[src/hdl/wes_pkg.sv]
// Package for the 2-D wave-equation stencil block: sizes, register indexes,
// boundary modes, the structs shared by the top level, update pipeline and result queue.
// Depends on nothing.
package wes_pkg;

   localparam int MAX_COLS    = 1024;
   localparam int MAX_ROWS    = 1024;
   localparam int SAMPLE_BITS = 32;

   localparam int LINE_LEN = MAX_COLS + 2;
   localparam int COL_W    = $clog2(LINE_LEN);
   localparam int ROW_W    = $clog2(MAX_ROWS + 2);
   localparam int CUR_AW   = $clog2(2 * LINE_LEN);

   localparam int COEF_W     = 16;
   localparam int MODE_W     = 2;
   localparam int MASK_W     = 4;
   localparam int DIM_W      = 11;
   localparam int CSR_IDX_W  = 3;
   localparam int CSR_DATA_W = 16;

   localparam int EDGE_TOP    = 0;
   localparam int EDGE_BOTTOM = 1;
   localparam int EDGE_LEFT   = 2;
   localparam int EDGE_RIGHT  = 3;

   localparam int FRAC_W     = 16;
   localparam int ROUND_HALF = 1 << (FRAC_W - 1);
   localparam int LAP_W      = SAMPLE_BITS + 3;
   localparam int MAG_W      = SAMPLE_BITS + 2;
   localparam int PROD_W     = COEF_W + MAG_W;
   localparam int SUM_W      = SAMPLE_BITS + 5;

   // result queue depth, power of two
   localparam int FIFO_DEPTH = 8;
   localparam int FIFO_AW    = $clog2(FIFO_DEPTH);
   localparam int CREDIT_W   = $clog2(FIFO_DEPTH + 1);

   typedef enum logic [CSR_IDX_W-1:0] {
      CSR_COEF_ROWS,
      CSR_COEF_COLS,
      CSR_BOUNDARY_MODE,
      CSR_EDGE_MASK,
      CSR_GRID_ROWS,
      CSR_GRID_COLS
   } csr_index_type;

   typedef enum logic [MODE_W-1:0] {
      BMODE_SUPPLIED,
      BMODE_ZERO,
      BMODE_COPY
   } bmode_type;

   typedef logic signed [SAMPLE_BITS-1:0] sample_type;

   typedef struct packed {
      logic valid;
      logic last;
   } ctl_type;

   typedef struct packed {
      logic top;
      logic bottom;
      logic left;
      logic right;
   } edge_type;

   typedef struct packed {
      sample_type value;
      logic       last;
   } result_type;

   function automatic logic signed [LAP_W-1:0] lap_ext(input sample_type x);
      return {{(LAP_W-SAMPLE_BITS){x[SAMPLE_BITS-1]}}, x};
   endfunction

   function automatic logic [CUR_AW-1:0] cur_addr(input logic bank,
                                                  input logic [COL_W-1:0] col);
      logic [CUR_AW-1:0] base;
      base = bank ? CUR_AW'(LINE_LEN) : '0;
      return base + CUR_AW'(col);
   endfunction

endpackage

[src/hdl/wes_result_fifo.sv]
// Result queue between the update pipeline and the rsp channel.
// Register-array ring buffer; uses wes_pkg.
module wes_result_fifo (
   input  logic                 clock,
   input  logic                 reset,
   input  logic                 push,
   input  wes_pkg::result_type  push_data,
   input  logic                 pop,
   output logic                 out_valid,
   output wes_pkg::result_type  out_data
);
   import wes_pkg::*;

   result_type            entries_ff [FIFO_DEPTH];
   logic [FIFO_AW-1:0]    wr_ptr_ff, wr_ptr_in;
   logic [FIFO_AW-1:0]    rd_ptr_ff, rd_ptr_in;
   logic [CREDIT_W-1:0]   count_ff, count_in;
   logic                  do_pop;

   always_comb begin
      do_pop    = pop && (count_ff != '0);
      wr_ptr_in = push   ? wr_ptr_ff + FIFO_AW'(1) : wr_ptr_ff;
      rd_ptr_in = do_pop ? rd_ptr_ff + FIFO_AW'(1) : rd_ptr_ff;
      count_in  = count_ff + CREDIT_W'(push) - CREDIT_W'(do_pop);
   end

   always_ff @(posedge clock) begin
      if (reset) begin
         wr_ptr_ff <= '0;
         rd_ptr_ff <= '0;
         count_ff  <= '0;
      end else begin
         wr_ptr_ff <= wr_ptr_in;
         rd_ptr_ff <= rd_ptr_in;
         count_ff  <= count_in;
      end
   end

   always_ff @(posedge clock) begin
      if (push) begin
         entries_ff[wr_ptr_ff] <= push_data;
      end
   end

   assign out_valid = (count_ff != '0);
   assign out_data  = entries_ff[rd_ptr_ff];

endmodule

[config.mk]
export PLATFORM = sky130hd
export DESIGN_NAME = wes_result_fifo
export DESIGN_NICKNAME = d
export VERILOG_FILES = /design/src/hdl/wes_pkg.sv /design/src/hdl/wes_result_fifo.sv
export SDC_FILE = /design/constraint.sdc
export NUM_CORES = 1
export LEC_CHECK = 0
export ABC_AREA = 0
export BUFFER_PORTS_ARGS = -buffer_cell sky130_fd_sc_hd__buf_2
export CAP_MARGIN = 25
export CORE_UTILIZATION = 50
export DETAILED_ROUTE_END_ITERATION = 10
export PLACE_DENSITY = 0.69
export SLEW_MARGIN = 10
export SYNTH_ARGS = -nofsm -noshare
export SYNTH_HDL_FRONTEND = slang
export SYNTH_SLANG_ARGS = --single-unit
[constraint.sdc]
create_clock -name clock -period 3.95 [get_ports clock]
set_clock_uncertainty 0.2 [all_clocks]
set_input_delay 0.395 -clock clock [delete_from_list [all_inputs] [get_ports clock]]
set_output_delay 0.395 -clock clock [all_outputs]
set_load 0.02 [all_outputs]
Word-level counts from Yosys, hierarchy flattened

Memory sizes are Yosys's and may differ from the RTL's. A register that Yosys moved wholly into a read port is not among the register bits.
Cells that the tools add are included.

Memories kept: 1
Bits in registers: 10
Memory bits (writable): 264
Input port bits: 37
Logic and storage cells: 14
Output and inout port bits: 34

Reduce and logical (&&, ||, !) cells: 2
Multiplexer cells: 4
$add $sub $neg: 4

Memories:

| memory     | words | bits a word | rd ports | clocked after memory_dff | write ports | line                  | text |
|---|---|---|---|---|---|---|---|
| entries_ff | 8     | 33          | 1        | 1                        | 1           | wes_result_fifo.sv:14 | `result_type entries_ff [FIFO_DEPTH];` |

Operator list:

| cell                  | count |
|---|---|
| $add A3 B1 Y3 const B | 2 |
| $mux W3               | 2 |
| $add A4 B1 Y4         | 1 |
| $reduce_bool A4 Y1    | 1 |
| $sub A4 B1 Y4         | 1 |
| $mux W1               | 2 |
| $logic_and A1 B1 Y1   | 1 |

Longest topological paths before layout

Gate-level depths: netlist (run 1).

Depth after elaboration: 4
Gate-level depth with buffers: 11
Gate-level depth less buffers: 11

Worst setup path after synthesis (run 1)

No wires, ideal clock.

Path kind: flip-flop to flip-flop
Start: register wr_ptr_ff[2]
End: memory entries_ff[0][0] (netlist bit) (enable)
Cell stages (with the launch flop): 3
Data arrival time: 2.768 ns
Required time: 3.286 ns
Buffers on the path: 0
Setup time: 0.464 ns
Slack: 0.518 ns
Period minus slack after synthesis: 3.432 ns
Cells stage by stage: dfxtp_1 > nand2b_1 > nor3_1

RTL lines:

| item                   | line                  | text |
|---|---|---|
| start, declared        | wes_result_fifo.sv:15 | `logic [FIFO_AW-1:0] wr_ptr_ff, wr_ptr_in;` |
| start signal, assigned | wes_result_fifo.sv:33 | `wr_ptr_ff <= wr_ptr_in;` |
| end, declared          | wes_result_fifo.sv:14 |  |

Straight into the memory's write port.

==> results of run 1 <==
[layout by cell type (no fill, tap or decap), drive strengths merged]
| cell | count |
|---|---|
| inv | 8 |
| nand2b | 4 |
| mux2 | 35 |
| nor2b | 2 |
| xnor2 | 1 |
| nor3 | 2 |
| bufinv | 2 |
| edfxtp | 264 |
| ha | 6 |
| dfxtp | 13 |
| nand3 | 3 |
| nand2 | 5 |
| clkbuf | 28 |
| clkinv | 15 |
| or3 | 1 |
| a21oi | 6 |
| nor3b | 1 |
| o21ai | 3 |
| nor2 | 13 |
| mux4 | 66 |
| mux2i | 1 |
| buf | 84 |
| xor2 | 2 |
| a31o | 1 |
| clkinvlp | 3 |
| dlygate4sd3 | 33 |
| fa | 1 |
[through the flow]
stage | setup WS, ns | utilization, %
after floorplan | 0.518 | -
after global placement | 1.28 | 55.3
after detailed placement | 1.27 | 55.3
after CTS | 0.722 | 61.0
after global routing | 0.657 | 61.0
final | 0.783 | 61.0
[path summary, 6_finish.rpt]
kind / start / end
hold reg to reg: rd_ptr_ff[1] / flip-flop
setup reg to reg: count_ff[2] / count_ff[1]
hold / removal: reset / count_ff[1]
setup / recovery: flip-flop / out_data[23]
[sequential cells by signal (all words and copies together) (netlist names), named ones only]
| register | count |
|---|---|
| rd_ptr_ff | 3 |
| wr_ptr_ff | 3 |
| count_ff | 4 |
| entries_ff | 264 |
[where the power goes]
part           total, mW  internal [mW]  switching, mW
Combinational       1.04          0.505          0.537
Sequential          3.41           3.32         0.0899
Clock               2.40           1.38           1.02
Total               6.85           5.20           1.64
[layout make-up]
type | instances | share of cell area [%]
well taps | 270 | 2.70
repair buffers | 117 | 6.38
flip-flops and latches | 277 | 65.5
inverters | 8 | 0.240
clock inverters | 20 | 1.28
clock buffers | 28 | 5.43
multi-input cells | 153 | 18.4
[timing repair]
action                    in CTS  in global routing
hold buffers                  33                  0
buffers inserted               0                  0
hold endpoints to repair     264                  0
resized for setup              0                  0
[routing by layer]
metal	global-route usage [%]	part of all wire [%]	vias to the layer above
met5	0	0	-
met4	3.97	1.3	0
met3	3.58	6.3	24
met2	32.0	52	151
met1	24.6	40	2527
li1	-	-	2169
[worst reg2reg max path, cell delays in order (launching register included)]
cell     delay, ns
dfxtp_1       0.29
inv_1         0.06
ha_1          0.14
nor3b_1       0.38
inv_1         0.18
nand3_1       0.16
o21ai_0       0.11
ha_1          0.20
inv_1         0.08
fa_1          0.42
nor2_1        0.10
[logic make-up after synthesis]
family | Yosys count | synth area share [%]
multiplexers | 102 | 18.2
flip-flops | 277 | 77.3
buffers and inverters | 27 | 1.45
AO/OA/AOI/OAI | 10 | 0.508
adder cells (fa/ha/maj) | 7 | 0.898
AND/OR/NAND/NOR | 31 | 1.36
XOR/XNOR | 3 | 0.248
==> run metrics, run 1 <==
run status complete, no violations; die area 21800 um^2; most common cell in the netlist edfxtp_1; share of cells above drive strength 1 between 30% and 40%; Slowest-stage cell, CP dfxtp_4; Synth warnings 0; total number of vias 4871; minimum clock period 3.17 ns; area of the multi-input gates between 2000 and 2500 um^2; first-pass GRT wire length between 30 and 40 mm; Seq/Total Area, Yosys 77.3%; Slew HR 36.8%; Residual DRC 0; R2R cell count 10; Setup Crit Path Kind flip-flop to output port; H-tree levels 1; Total Wirelength about 19 mm; Cell Area, Synth 10600 um^2; Placed Instances between 700 and 800; CP top delay family multiplexers; Min-Delay Path Depth 2; worst reg2reg setup slack around 1.6 ns; clk root buf clkbuf_16; Critical Path, Cell by Cell buf_4, mux4_2, mux2_2, buf_2; worst-path fanout max 32; synthesized net count between 500 and 600; synth top area cells edfxtp_1, mux4_2, mux2_2; Critical Path Start Type flip-flop; Max stage delay on crit path 0.75 ns; # setup viols final 0; post-route insts no fill roughly 870; Period Utilization, post-route between 80% and 90%; All-Layer GR Usage a little under a fifth; Power Density around 550 nW/um^2; fmax ~320 MHz; post-synth top area share roughly 75%; RSZ-0062 raised after global routing no; IO Pins between 70 and 80; Avg Cell Area, Syn 23.2 um^2; Core Area roughly 20000 um^2; GRT overflow 0; Synth area leader edfxtp_1; area grow syn2layout 18.1%; required time of the critical path around 3.4 ns; Die Y-Extent around 150 um; Worst Hold Class input pin to flip-flop; asr flop ratio synth 0%; vias in the first global route 5272; Worst Tran Pin Value approximately 0.95 ns; hpwl dp between 10 and 15 mm; Placement Cell Area 11300 um^2; endpoints failing hold 0; Fin Setup TNS 0 ns; Post-Layout Inst Area roughly 13000 um^2; Pins Over Slew Limit 0; average wire per standard cell roughly 22 um; Final ANT Viol Nets 0; clock sink count 277; Layout Nets approximately 630; Rows 52; drt via density 5.58; Commonest cells post-synth edfxtp_1, mux4_2, mux2_2; initial DRC count 285; Worst Setup End Kind output port; CTS clk-pin slew, worst paths around 0.06 ns; Netlist cell types 27; clk_lat worst skew roughly 0.51 ns; FILL cells 1423; Pre-antenna DRT Iters 4; Clock Path Buffers 3; CP Depth 4; critical path arrival 2.57 ns; Power, Total roughly 6.8 mW; Post-synth EDFFs approximately 260; die width approximately 150 um; CTS tree built; main flop type after synthesis edfxtp_1; largest net degree at the start of global routing 67; PortBufs 70; Max Cap Violations 0; ANT cells 0; initial core utilization 51.7%; WHS around 0.014 ns; Yosys reg bits around 280; register area just over 8000 um^2; TritonCTS Buffers 27; initial antenna violation count 0; CP bufs+invs 2; P_leak approximately 4.1 nW; routability cong. between 0.7 and 0.8; Max IR drop VDD between 0.3 and 0.4 mV; Mapped Cells 457
No activity file was read; power rests on OpenSTA's default activity.
==> run 2: changes to the inputs <==
PLACE_DENSITY = 0.72   (was 0.69)
clock period = 2.9 ns   (was 3.95 ns; I/O delays follow)
==> run metrics, run 2 (synthesized netlist as in run 1, its figures left out) <==
Residual DRC 0 (unchanged); routability cong. 0.691 (-2.7%); post-layout util 61.7% (+0.70 points); TritonCTS Buffers 27 (unchanged); endpoints failing hold 0 (unchanged); Layout Nets 643 (+2.4%); WHS 0.314 ns (+0.300 ns); total number of vias 4878 (+0.14%); Worst Setup End Kind output port; Largest regs entries_ff x264, count_ff x4; die area 21800 um^2 (unchanged); share of cells above drive strength 1 37.4% (-0.62 points); fmax ~370 MHz; area grow syn2layout 19.4%; Slowest-stage cell, CP mux4_1; Placement Cell Area 11500 um^2 (+1.3%); GRT overflow 0 (unchanged); Clock Path Buffers 3 (unchanged); Period Utilization, post-route between 90% and 100%; IO Pins 71 (unchanged); commonest cells after routing, fill and taps aside edfxtp_1, buf_2, mux4_2; Pre-antenna DRT Iters 4 (unchanged); Power Density 725 nW/um^2 (+33%); CP top delay family multiplexers; FILL cells 1412 (-0.77%); most common cell after layout, fill and taps aside edfxtp_1; vias in the first global route 5165 (-2.0%); Die Y-Extent 148 um (unchanged); required time of the critical path 2.41 ns (-0.95 ns); CP bufs+invs 2 (unchanged); clk_lat worst skew 0.51 ns (about the same); Critical Path, Cell by Cell buf_12, mux4_1, mux2_2, buf_2; CTS clk-pin slew, worst paths 0.06 ns (about the same); CTS tree built; setup ws final 0.214 ns (-0.568 ns); Rows 52 (unchanged); max reg flops 264 (unchanged); H-tree levels 1 (unchanged); Place WS 0.489 ns (-0.784 ns); hpwl dp 11.0 mm (+0.31%); Worst Tran Pin Value 0.631 ns (-0.317 ns); Max Cap Violations 0 (unchanged); minimum clock period between 2 and 3 ns; Pins Over Slew Limit 0 (unchanged); Max IR drop VDD 0.493 mV (+45%); critical path arrival 2.20 ns (-0.37 ns); PortBufs 70 (unchanged); Slew HR 57.9% (+21 points); initial DRC count 332 (+16%); Worst Hold Class flip-flop to flip-flop; ANT cells 0 (unchanged); Max stage delay on crit path 0.56 ns (-0.19 ns); drt via density 5.52 (-0.99%); Total Wirelength 18.9 mm (-1.0%); clk root buf clkbuf_16; Final ANT Viol Nets 0 (unchanged); Setup Crit Path Kind flip-flop to output port; All-Layer GR Usage 18.1% (-0.40 points); run status complete, no violations; initial antenna violation count 0 (unchanged); P_leak 4.13 nW (+1.2%); worst-path fanout max 20 (-38%); Post-Layout Inst Area 12700 um^2 (+1.2%); Core Area 20500 um^2 (unchanged); Critical Path Start Type flip-flop; initial core utilization 51.7% (unchanged); average wire per standard cell 21.4 um (-2.1%); Most flops, register entries_ff; # setup viols final 0 (unchanged); clock sink count 277 (unchanged); RSZ-0062 raised after global routing no; Fin Setup TNS 0 ns (unchanged); die width 148 um (unchanged); first-pass GRT wire length 29.5 mm (-1.9%); largest net degree at the start of global routing 40 (-40%); Post-CTS Resized 0 (unchanged)
[run 2: changes by cell type in the layout (fill, tap and decap cells not counted), moves of 3 or more]
| cell | delta |
|---|---|
| buf_12 | +8 |
| clkbuf_1 | +7 |
| buf_4 | +4 |
| dlygate4sd3_1 | +3 |
| clkinv_2 | -7 |
| clkinvlp_4 | -3 |
[run 2: area by class of cell]
cell class | count | area (um^2) | share of cell area (%)
Inverter | 8 | 30.0 | 0.237
Clock inverter | 8 | 45.0 | 0.356
Tap cell | 270 | 338 | 2.67
Sequential cell | 277 | 8200 | 64.8
Timing Repair Buffer | 132 | 1020 | 8.05
Multi-Input combinational cell | 153 | 2320 | 18.3
Clock buffer | 35 | 706 | 5.58
[run 2: path summary, 6_finish.rpt]
kind,startpoint,slack [ns],cells after the start,to
hold reg to reg,rd_ptr_ff[2],0.31,2,flip-flop
setup / recovery,flip-flop,0.21,4,out_data[28]
setup reg to reg,count_ff[2],0.49,10,count_ff[1]
hold / removal,rd_ptr_ff[2],0.31,2,flip-flop
[run 2: what timing repair did]
item                                    in CTS  in global routing
endpoints found under the hold margin      276                  0
endpoints found under the setup margin       0                  9
setup buffers                                0                  7
hold buffers                                36                  0
[run 2: power breakdown]
group	switching (mW)	internal (mW)	total, mW
registers	0.105	4.52	4.62
logic	0.763	0.747	1.51
clock network	1.34	1.70	3.04
total	2.21	6.96	9.18
[run 2: stage by stage]
| step | total power, mW | std cells |
|---|---|---|
| final | 9.18 | 883 |
| after global routing | 9.52 | 883 |
| after CTS | 9.23 | 876 |
| after detailed placement | 6.17 | 797 |
| after global placement | 6.12 | 797 |
| after floorplan | 5.70 | 457 |
[run 2: metal layers]
metal	wire (um)	global-route usage [%]	share of wire [%]
met2	9690	31.2	51
met3	888	3.21	4.7
met5	0	0	0
met4	345	4.43	1.8
met1	7990	24.2	42
[run 2: worst min-delay path, cell delays in order (launching register included)]
cell	delay, ns
dfxtp_1	0.30
o21ai_0	0.10
a21oi_1	0.07
