`src/hdl/wes_pkg.sv`:
```
// Package for the 2-D wave-equation stencil block: sizes, register indexes,
// boundary modes, the structs shared by the top level, update pipeline and result queue.
// Depends on nothing.
package wes_pkg;

   localparam int MAX_COLS    = 1024;
   localparam int MAX_ROWS    = 1024;
   localparam int SAMPLE_BITS = 32;

   localparam int LINE_LEN = MAX_COLS + 2;
   localparam int COL_W    = $clog2(LINE_LEN);
   localparam int ROW_W    = $clog2(MAX_ROWS + 2);
   localparam int CUR_AW   = $clog2(2 * LINE_LEN);

   localparam int COEF_W     = 16;
   localparam int MODE_W     = 2;
   localparam int MASK_W     = 4;
   localparam int DIM_W      = 11;
   localparam int CSR_IDX_W  = 3;
   localparam int CSR_DATA_W = 16;

   localparam int EDGE_TOP    = 0;
   localparam int EDGE_BOTTOM = 1;
   localparam int EDGE_LEFT   = 2;
   localparam int EDGE_RIGHT  = 3;

   localparam int FRAC_W     = 16;
   localparam int ROUND_HALF = 1 << (FRAC_W - 1);
   localparam int LAP_W      = SAMPLE_BITS + 3;
   localparam int MAG_W      = SAMPLE_BITS + 2;
   localparam int PROD_W     = COEF_W + MAG_W;
   localparam int SUM_W      = SAMPLE_BITS + 5;

   // result queue depth, power of two
   localparam int FIFO_DEPTH = 8;
   localparam int FIFO_AW    = $clog2(FIFO_DEPTH);
   localparam int CREDIT_W   = $clog2(FIFO_DEPTH + 1);

   typedef enum logic [CSR_IDX_W-1:0] {
      CSR_COEF_ROWS,
      CSR_COEF_COLS,
      CSR_BOUNDARY_MODE,
      CSR_EDGE_MASK,
      CSR_GRID_ROWS,
      CSR_GRID_COLS
   } csr_index_type;

   typedef enum logic [MODE_W-1:0] {
      BMODE_SUPPLIED,
      BMODE_ZERO,
      BMODE_COPY
   } bmode_type;

   typedef logic signed [SAMPLE_BITS-1:0] sample_type;

   typedef struct packed {
      logic valid;
      logic last;
   } ctl_type;

   typedef struct packed {
      logic top;
      logic bottom;
      logic left;
      logic right;
   } edge_type;

   typedef struct packed {
      sample_type value;
      logic       last;
   } result_type;

   function automatic logic signed [LAP_W-1:0] lap_ext(input sample_type x);
      return {{(LAP_W-SAMPLE_BITS){x[SAMPLE_BITS-1]}}, x};
   endfunction

   function automatic logic [CUR_AW-1:0] cur_addr(input logic bank,
                                                  input logic [COL_W-1:0] col);
      logic [CUR_AW-1:0] base;
      base = bank ? CUR_AW'(LINE_LEN) : '0;
      return base + CUR_AW'(col);
   endfunction

endpackage

```
`src/hdl/wes_update.sv`:
```
// Five-stage arithmetic for one stencil update: halo substitution and Laplacians,
// magnitude, coefficient multiply, rounding, sum and saturation. Uses wes_pkg.
module wes_update (
   input  logic                           clock,
   input  logic                           reset,
   input  wes_pkg::ctl_type               in_ctl,
   input  wes_pkg::edge_type              in_edge,
   input  logic [wes_pkg::MODE_W-1:0]     mode,
   input  logic [wes_pkg::COEF_W-1:0]     coef_rows,
   input  logic [wes_pkg::COEF_W-1:0]     coef_cols,
   input  wes_pkg::sample_type            up_value,
   input  wes_pkg::sample_type            down_value,
   input  wes_pkg::sample_type            centre_value,
   input  wes_pkg::sample_type            left_value,
   input  wes_pkg::sample_type            right_value,
   input  wes_pkg::sample_type            old_value,
   output wes_pkg::ctl_type               out_ctl,
   output wes_pkg::sample_type            out_value
);
   import wes_pkg::*;

   localparam sample_type SAT_MAX = {1'b0, {(SAMPLE_BITS-1){1'b1}}};
   localparam sample_type SAT_MIN = {1'b1, {(SAMPLE_BITS-1){1'b0}}};

   function automatic sample_type halo(input sample_type supplied,
                                       input sample_type centre,
                                       input logic on_edge,
                                       input logic [MODE_W-1:0] m);
      sample_type v;
      v = supplied;
      if (on_edge) begin
         case (m)
            BMODE_ZERO: v = '0;
            BMODE_COPY: v = centre;
            default:    v = supplied;
         endcase
      end
      return v;
   endfunction

   function automatic logic signed [SUM_W-1:0] sum_ext(input logic signed [LAP_W-1:0] x);
      return {{(SUM_W-LAP_W){x[LAP_W-1]}}, x};
   endfunction

   // stage A
   sample_type                u_s, d_s, l_s, r_s;
   logic signed [LAP_W-1:0]   twice_c;
   ctl_type                   a_ctl_ff;
   logic signed [LAP_W-1:0]   a_lap_r_ff, a_lap_c_ff, a_base_ff;
   // stage B
   logic signed [LAP_W-1:0]   abs_r, abs_c;
   ctl_type                   b_ctl_ff;
   logic                      b_neg_r_ff, b_neg_c_ff;
   logic [MAG_W-1:0]          b_mag_r_ff, b_mag_c_ff;
   logic signed [LAP_W-1:0]   b_base_ff;
   // stage C
   ctl_type                   c_ctl_ff;
   logic                      c_neg_r_ff, c_neg_c_ff;
   logic [PROD_W-1:0]         c_prod_r_ff, c_prod_c_ff;
   logic signed [LAP_W-1:0]   c_base_ff;
   // stage D
   logic [PROD_W-1:0]         rnd_r, rnd_c;
   logic signed [LAP_W-1:0]   q_r, q_c;
   ctl_type                   d_ctl_ff;
   logic signed [LAP_W-1:0]   d_term_r_ff, d_term_c_ff, d_base_ff;
   // stage E
   logic signed [SUM_W-1:0]   sum;
   logic [SUM_W-SAMPLE_BITS:0] sum_top;
   sample_type                sat_value;
   ctl_type                   e_ctl_ff;
   sample_type                e_value_ff;

   always_comb begin
      u_s     = halo(up_value,    centre_value, in_edge.top,    mode);
      d_s     = halo(down_value,  centre_value, in_edge.bottom, mode);
      l_s     = halo(left_value,  centre_value, in_edge.left,   mode);
      r_s     = halo(right_value, centre_value, in_edge.right,  mode);
      twice_c = lap_ext(centre_value) <<< 1;
   end

   always_comb begin
      abs_r = a_lap_r_ff[LAP_W-1] ? -a_lap_r_ff : a_lap_r_ff;
      abs_c = a_lap_c_ff[LAP_W-1] ? -a_lap_c_ff : a_lap_c_ff;
   end

   always_comb begin
      rnd_r = c_prod_r_ff + PROD_W'(ROUND_HALF);
      rnd_c = c_prod_c_ff + PROD_W'(ROUND_HALF);
      q_r   = $signed({1'b0, rnd_r[PROD_W-1:FRAC_W]});
      q_c   = $signed({1'b0, rnd_c[PROD_W-1:FRAC_W]});
   end

   always_comb begin
      sum     = sum_ext(d_term_r_ff) + sum_ext(d_term_c_ff) + sum_ext(d_base_ff);
      sum_top = sum[SUM_W-1:SAMPLE_BITS-1];
      if ((&sum_top) || !(|sum_top)) begin
         sat_value = sum[SAMPLE_BITS-1:0];
      end else if (sum[SUM_W-1]) begin
         sat_value = SAT_MIN;
      end else begin
         sat_value = SAT_MAX;
      end
   end

   always_ff @(posedge clock) begin
      if (reset) begin
         a_ctl_ff <= '0;
         b_ctl_ff <= '0;
         c_ctl_ff <= '0;
         d_ctl_ff <= '0;
         e_ctl_ff <= '0;
      end else begin
         a_ctl_ff <= in_ctl;
         b_ctl_ff <= a_ctl_ff;
         c_ctl_ff <= b_ctl_ff;
         d_ctl_ff <= c_ctl_ff;
         e_ctl_ff <= d_ctl_ff;
      end
   end

   always_ff @(posedge clock) begin
      a_lap_r_ff  <= lap_ext(u_s) - twice_c + lap_ext(d_s);
      a_lap_c_ff  <= lap_ext(l_s) - twice_c + lap_ext(r_s);
      a_base_ff   <= twice_c - lap_ext(old_value);

      b_neg_r_ff  <= a_lap_r_ff[LAP_W-1];
      b_neg_c_ff  <= a_lap_c_ff[LAP_W-1];
      b_mag_r_ff  <= abs_r[MAG_W-1:0];
      b_mag_c_ff  <= abs_c[MAG_W-1:0];
      b_base_ff   <= a_base_ff;

      c_neg_r_ff  <= b_neg_r_ff;
      c_neg_c_ff  <= b_neg_c_ff;
      c_prod_r_ff <= PROD_W'(coef_rows) * PROD_W'(b_mag_r_ff);
      c_prod_c_ff <= PROD_W'(coef_cols) * PROD_W'(b_mag_c_ff);
      c_base_ff   <= b_base_ff;

      d_term_r_ff <= c_neg_r_ff ? -q_r : q_r;
      d_term_c_ff <= c_neg_c_ff ? -q_c : q_c;
      d_base_ff   <= c_base_ff;

      e_value_ff  <= sat_value;
   end

   assign out_ctl   = e_ctl_ff;
   assign out_value = e_value_ff;

endmodule

```
`config.mk`:
```
export PLATFORM = sky130hd
export DESIGN_NAME = wes_update
export DESIGN_NICKNAME = d
export VERILOG_FILES = /design/src/hdl/wes_pkg.sv /design/src/hdl/wes_update.sv
export SDC_FILE = /design/constraint.sdc
export NUM_CORES = 2
export LEC_CHECK = 0
export BUFFER_PORTS_ARGS = -buffer_cell sky130_fd_sc_hd__buf_2
export CELL_PAD_IN_SITES_DETAIL_PLACEMENT = 2
export CELL_PAD_IN_SITES_GLOBAL_PLACEMENT = 2
export CORE_MARGIN = 3
export CORE_UTILIZATION = 35
export DETAILED_ROUTE_END_ITERATION = 7
export GPL_ROUTABILITY_DRIVEN = 0
export GPL_TIMING_DRIVEN = 1
export PLACE_DENSITY = 0.82
export SLEW_MARGIN = 20
export SYNTH_ARGS = -nofsm -noshare
export SYNTH_HDL_FRONTEND = slang
export SYNTH_SLANG_ARGS = --single-unit
```
`constraint.sdc`:
```
create_clock -name clock -period 8 [get_ports clock]
set_input_delay 0 -clock clock [delete_from_list [all_inputs] [get_ports clock]]
set_output_delay 0 -clock clock [all_outputs]
set_load 0.01 [all_outputs]
```
# Word-level counts from Yosys, hierarchy flattened
# Cells that the tools add are included.
# Widths: inputs -> output; s select.
# word_totals
regBits	490
in_bits	234
# classes
add_sub_neg	13
multipliers	2
n_eq_ne	2
mux	14
n_reduce_logical	4
# op_table
op	count
$pmux 32 s2	4
$mux 32	6
$mux 34	4
$add 50x16->50 const B	2
$mul 16x34->50	2
$add 34x32->35	2
$neg 34->35	2
$neg 34->34	2
$sub 32x33->34	2
$add 36x34->37	1
$add 35x35->36	1
$sub 33x32->34	1
$reduce_and 6->1	1
$reduce_or 6->1	1
$eq 2x1->1 const B	1
$eq 2x2->1 const B	1
$logic_not 1->1	1
$logic_or 1x1->1	1

# Depth between registers and ports, before layout
# depth
word_depth	6
mapped_depth	26

# Least setup slack after synthesis
# OpenSTA, ideal clock, no wires.
# synth_timing
path_type	register to register
startpoint	reg b_mag_r_ff[11]
endpoint	reg c_prod_r_ff[36]
setup_time_ns	0.072
arrival_ns	6.389
setup_slack_ns	1.538
stages_incl_launch_ff	24
n_path_buf	1
cell_sequence	dfxtp_1 -> clkbuf_1 -> nand2_1 -> fa_1 -> fa_1 -> fa_1 -> inv_1 -> fa_1 -> fa_1 -> inv_1 -> fa_1 -> inv_1 -> ha_1 -> a21oi_1 -> o211ai_1 -> a2111oi_0 -> a2111o_1 -> o21a_1 -> o21ai_1 -> a221oi_1 -> o21ai_1 -> a221o_1 -> a21oi_1 -> xnor2_1
# synth_between
elab_chain_len	1
# synth_rtl
element	line	text
from (decl)	wes_update.sv:54	logic [MAG_W-1:0] b_mag_r_ff, b_mag_c_ff;
from (signal assigned)	wes_update.sv:128	b_mag_r_ff <= abs_r[MAG_W-1:0];
$mul 16x34->50	wes_update.sv:134	c_prod_r_ff <= PROD_W'(coef_rows) * PROD_W'(b_mag_r_ff);
to (signal assigned)	wes_update.sv:134	
to (decl)	wes_update.sv:59	logic [PROD_W-1:0] c_prod_r_ff, c_prod_c_ff;
# No other way between the ends.
# A chain may end at the register's enable or synchronous reset.

# Worst setup path in the final report
# layout_timing
startpoint	reg b_mag_r_ff[17]
endpoint	reg c_prod_r_ff[41]
# Same word-level chain as after synthesis.

==> results.toml <==
[final_layout]
drive_gt1_share_pct = 7.133
nets = 8195
syn_to_final_growth_pct = 10.71
design_area_um2 = 63240

[sta]
setup_ws_ps = 272.2
fin_crit_sh_pct = 96.60
finClkSkew_ps = 58.37
fin_crit_ps = 7728
hold_viol = 0
rsz0062_at_grt = "false"
setup_viol = 0
fmax_mhz = 129.4
tns_ps = 0
drv_slew = 0
worst_pin_slew_ps = 1159
relSlewSlack_pct = 21.93

[clocking]
cts_tree = "yes"
clk_latency_ps = 690
clockRootBuffer = "clkbuf_16"
htree_num_levels = 2
cts.path.max_buffers = 3
cts_setup_buffers = 0
clkSlewWorstSetupHoldPaths_ps = 60
clock-sinks = 460
numCtsBuffers = 55

[floorplan]
die-area_um2 = 168100
io_pins = 268
initial_core_util_pct = 35.41
chipHeight_um = 410.0
coreArea_um2 = 161300
die_w_um = 410.0
placementRows = 147

[detailed_routing]
first_pass_iters = 6
ant_nets = 0
routed_wl_um = 235000
drt_iter0_markers = 2681
num_vias = 47060
drcViolationCount = 0
wl_per_cell_um = 26.69
viasPerCell = 5.345

[synthesis]
ys_warn_count = 0
synth-edff-count = 0
synth_area_leaders = "fa_1 (35%), dfxtp_1 (16%), ha_1 (8.3%), inv_1 (7.3%), nand2_1 (6.1%)"
syn_inst = 6402
ys_seq_area_share_pct = 16.12
synth_area_leader_cell = "fa_1"
syn_area_per_cell_um2 = 8.922
synth_cell_types = 86
synth-seq-cells = 460
ys_async_sr_fraction_pct = 0
synth_ff_type = "dfxtp_1"
syn_nets = 8007
synth_area_um2 = 57120
synth_top_area_share_pct = 34.73

[setup_path]
slowest_stage = "dfxtp_1"
cp_cell_sequence = "nand2_1, fa_1, inv_1, fa_1, fa_1, fa_1, fa_1, inv_1, fa_1, inv_1, ha_1, a21o_1, a21o_1, a21o_1, a311o_1, a221oi_1, o32ai_1, o21ai_1, nor2b_1, nor2b_1, a21oi_1, xnor2_1"
crit_fanout = 16
worstPathRequired_ps = 8590
endpoint_kind = "flip-flop"
critPathTopFamily = "adder cells"
reg2reg_to = "c_prod_r_ff[41]$_DFF_P_"
critPathMaxStageDelay_ps = 940
crit_type = "flip-flop to flip-flop"
regToRegSetupSlack_ps = 270
arrival_ps = 8320
crit_top_cell = "fa_1"
path_buf_inv = 3
path_depth = 22
r2r_cells = 22
reg2reg_from = "b_mag_r_ff[17]$_DFF_P_"
startpoint_type = "flip-flop"

[hold_path]
hold_class = "input port to flip-flop"
hold-path-endpoint = "a_base_ff[6]$_DFF_P_"
hp-start = "old_value[6]"
hold_path_depth = 4

[status]
status = "complete, no violations"

[place]
pre_cts_ws_ps = 273.7
numPortBuffers = 267
placed_area_um2 = 60650
dp_hpwl_um = 182600

[flow_run]
drv_cap = 0

[global_routing]
track_usage_pct = 27.75
grt_pass1_wl_um = 353500
grt_max_degree = 65
antenna_found_initial = 22
grt-ovfl-total = 0
first_global_vias = 56090
## worst reg2reg max path, delay by kind of cell, from the launching register on
| kind | cells | cell delay, ps |
|---|---|---|
| DFF | 1 | 940 |
| adders and majority gates | 7 | 3450 |
| AOI/OAI and AO/OA | 8 | 2250 |
| xor gates and xnor gates | 1 | 180 |
| and+or+nand+nor | 3 | 650 |
| buffers and inverters | 3 | 180 |
## state kept, by name, indices dropped and copies added, names as in the netlist, 35 cells and up
| register | cells |
|---|---|
| a_lap_c_ff | 35 |
| a_lap_r_ff | 35 |
| c_prod_c_ff | 35 |
| c_prod_r_ff | 35 |
| d_term_c_ff | 35 |
| d_term_r_ff | 35 |
## synthesized netlist by cell type (121+ instances only)
master,count
ha_1,380
clkbuf_1,234
xor2_1,121
nor2_1,192
and2_1,463
o21ai_0,213
inv_1,1108
nand2_1,926
a21oi_1,222
fa_1,991
xnor2_1,257
dfxtp_1,460
## per-layer routing
| layer | part of all wire, % | vias up | track usage, % | wire length (µm) |
|---|---|---|---|---|
| li1 | - | 20250 | - | - |
| met4 | 7.4 | 8 | 17.09 | 17500 |
| met5 | 0.024 | - | 0 | 57 |
| met1 | 38 | 24530 | 31.70 | 88510 |
| met3 | 5.4 | 656 | 4.212 | 12710 |
| met2 | 49 | 1613 | 48.70 | 116200 |
## cell type report
cell class | count | area [µm²]
inverters | 1111 | 4170
well taps | 2160 | 2703
flip-flops and latches | 460 | 9224
clock inverters | 30 | 390.4
multi-input cells | 4574 | 42810
fillers | 17700 | 98060
diodes | 13 | 32.53
repair buffers | 388 | 2415
clock buffers | 68 | 1495
## layout by cell type, fill, tap and decap left out, drive strengths merged, types with 28 or more instances in the layout
cell type	Yosys	final
ha	380	380
clkbuf	234	68
nand3	72	72
or3	31	31
nand2b	41	41
nor2b	48	48
a21o	92	92
and2	463	463
xnor2	257	257
dlygate4sd3	0	63
nand4	33	33
o21ai	277	277
o21a	50	50
buf	23	325
a21oi	222	222
nor3	53	53
dfxtp	460	460
o21bai	28	28
fa	991	991
inv	1111	1118
xor2	121	121
nand2	927	927
nor2	193	193
## kinds of logic after synthesis
group,synth area share (%)
simple gates,16.62
fa+ha+maj,43.06
buf+inv,9.023
compound gates,9.277
flops,16.12
xor+xnor,5.796
mux,0.1051
## repair_timing
| item | in CTS | in global routing |
|---|---|---|
| hold buffers | 63 | 0 |
| endpoints found under the hold margin | 43 | 0 |
| resized for setup | 1 | 15 |
| setup endpoints to repair | 1 | 5 |
## worst max path at each step
stage	start	end	slack, ps
floorplan	b_mag_r_ff[11]$_DFF_P_	c_prod_r_ff[36]$_DFF_P_	1540
global placement	b_mag_c_ff[8]$_DFF_P_	c_prod_c_ff[49]$_DFF_P_	710
detailed placement	b_mag_c_ff[9]$_DFF_P_	c_prod_c_ff[49]$_DFF_P_	270
CTS	b_mag_c_ff[11]$_DFF_P_	c_prod_c_ff[49]$_DFF_P_	0.8
global route	b_mag_r_ff[17]$_DFF_P_	c_prod_r_ff[41]$_DFF_P_	50
finish	b_mag_r_ff[17]$_DFF_P_	c_prod_r_ff[41]$_DFF_P_	270
## through the flow
stage,hold slack (ps),std cells,util [%]
floorplan,27.72,6402,-
global route,33.27,8792,39.19
finish,60.72,8804,39.21
global placement,200.5,8630,37.60
CTS,0.3083,8791,39.16
detailed placement,195.5,8630,37.60
Power is left out: the tool's default activity adds up to more than one toggle a clock period on the data nets, which glitch-free logic cannot reach.
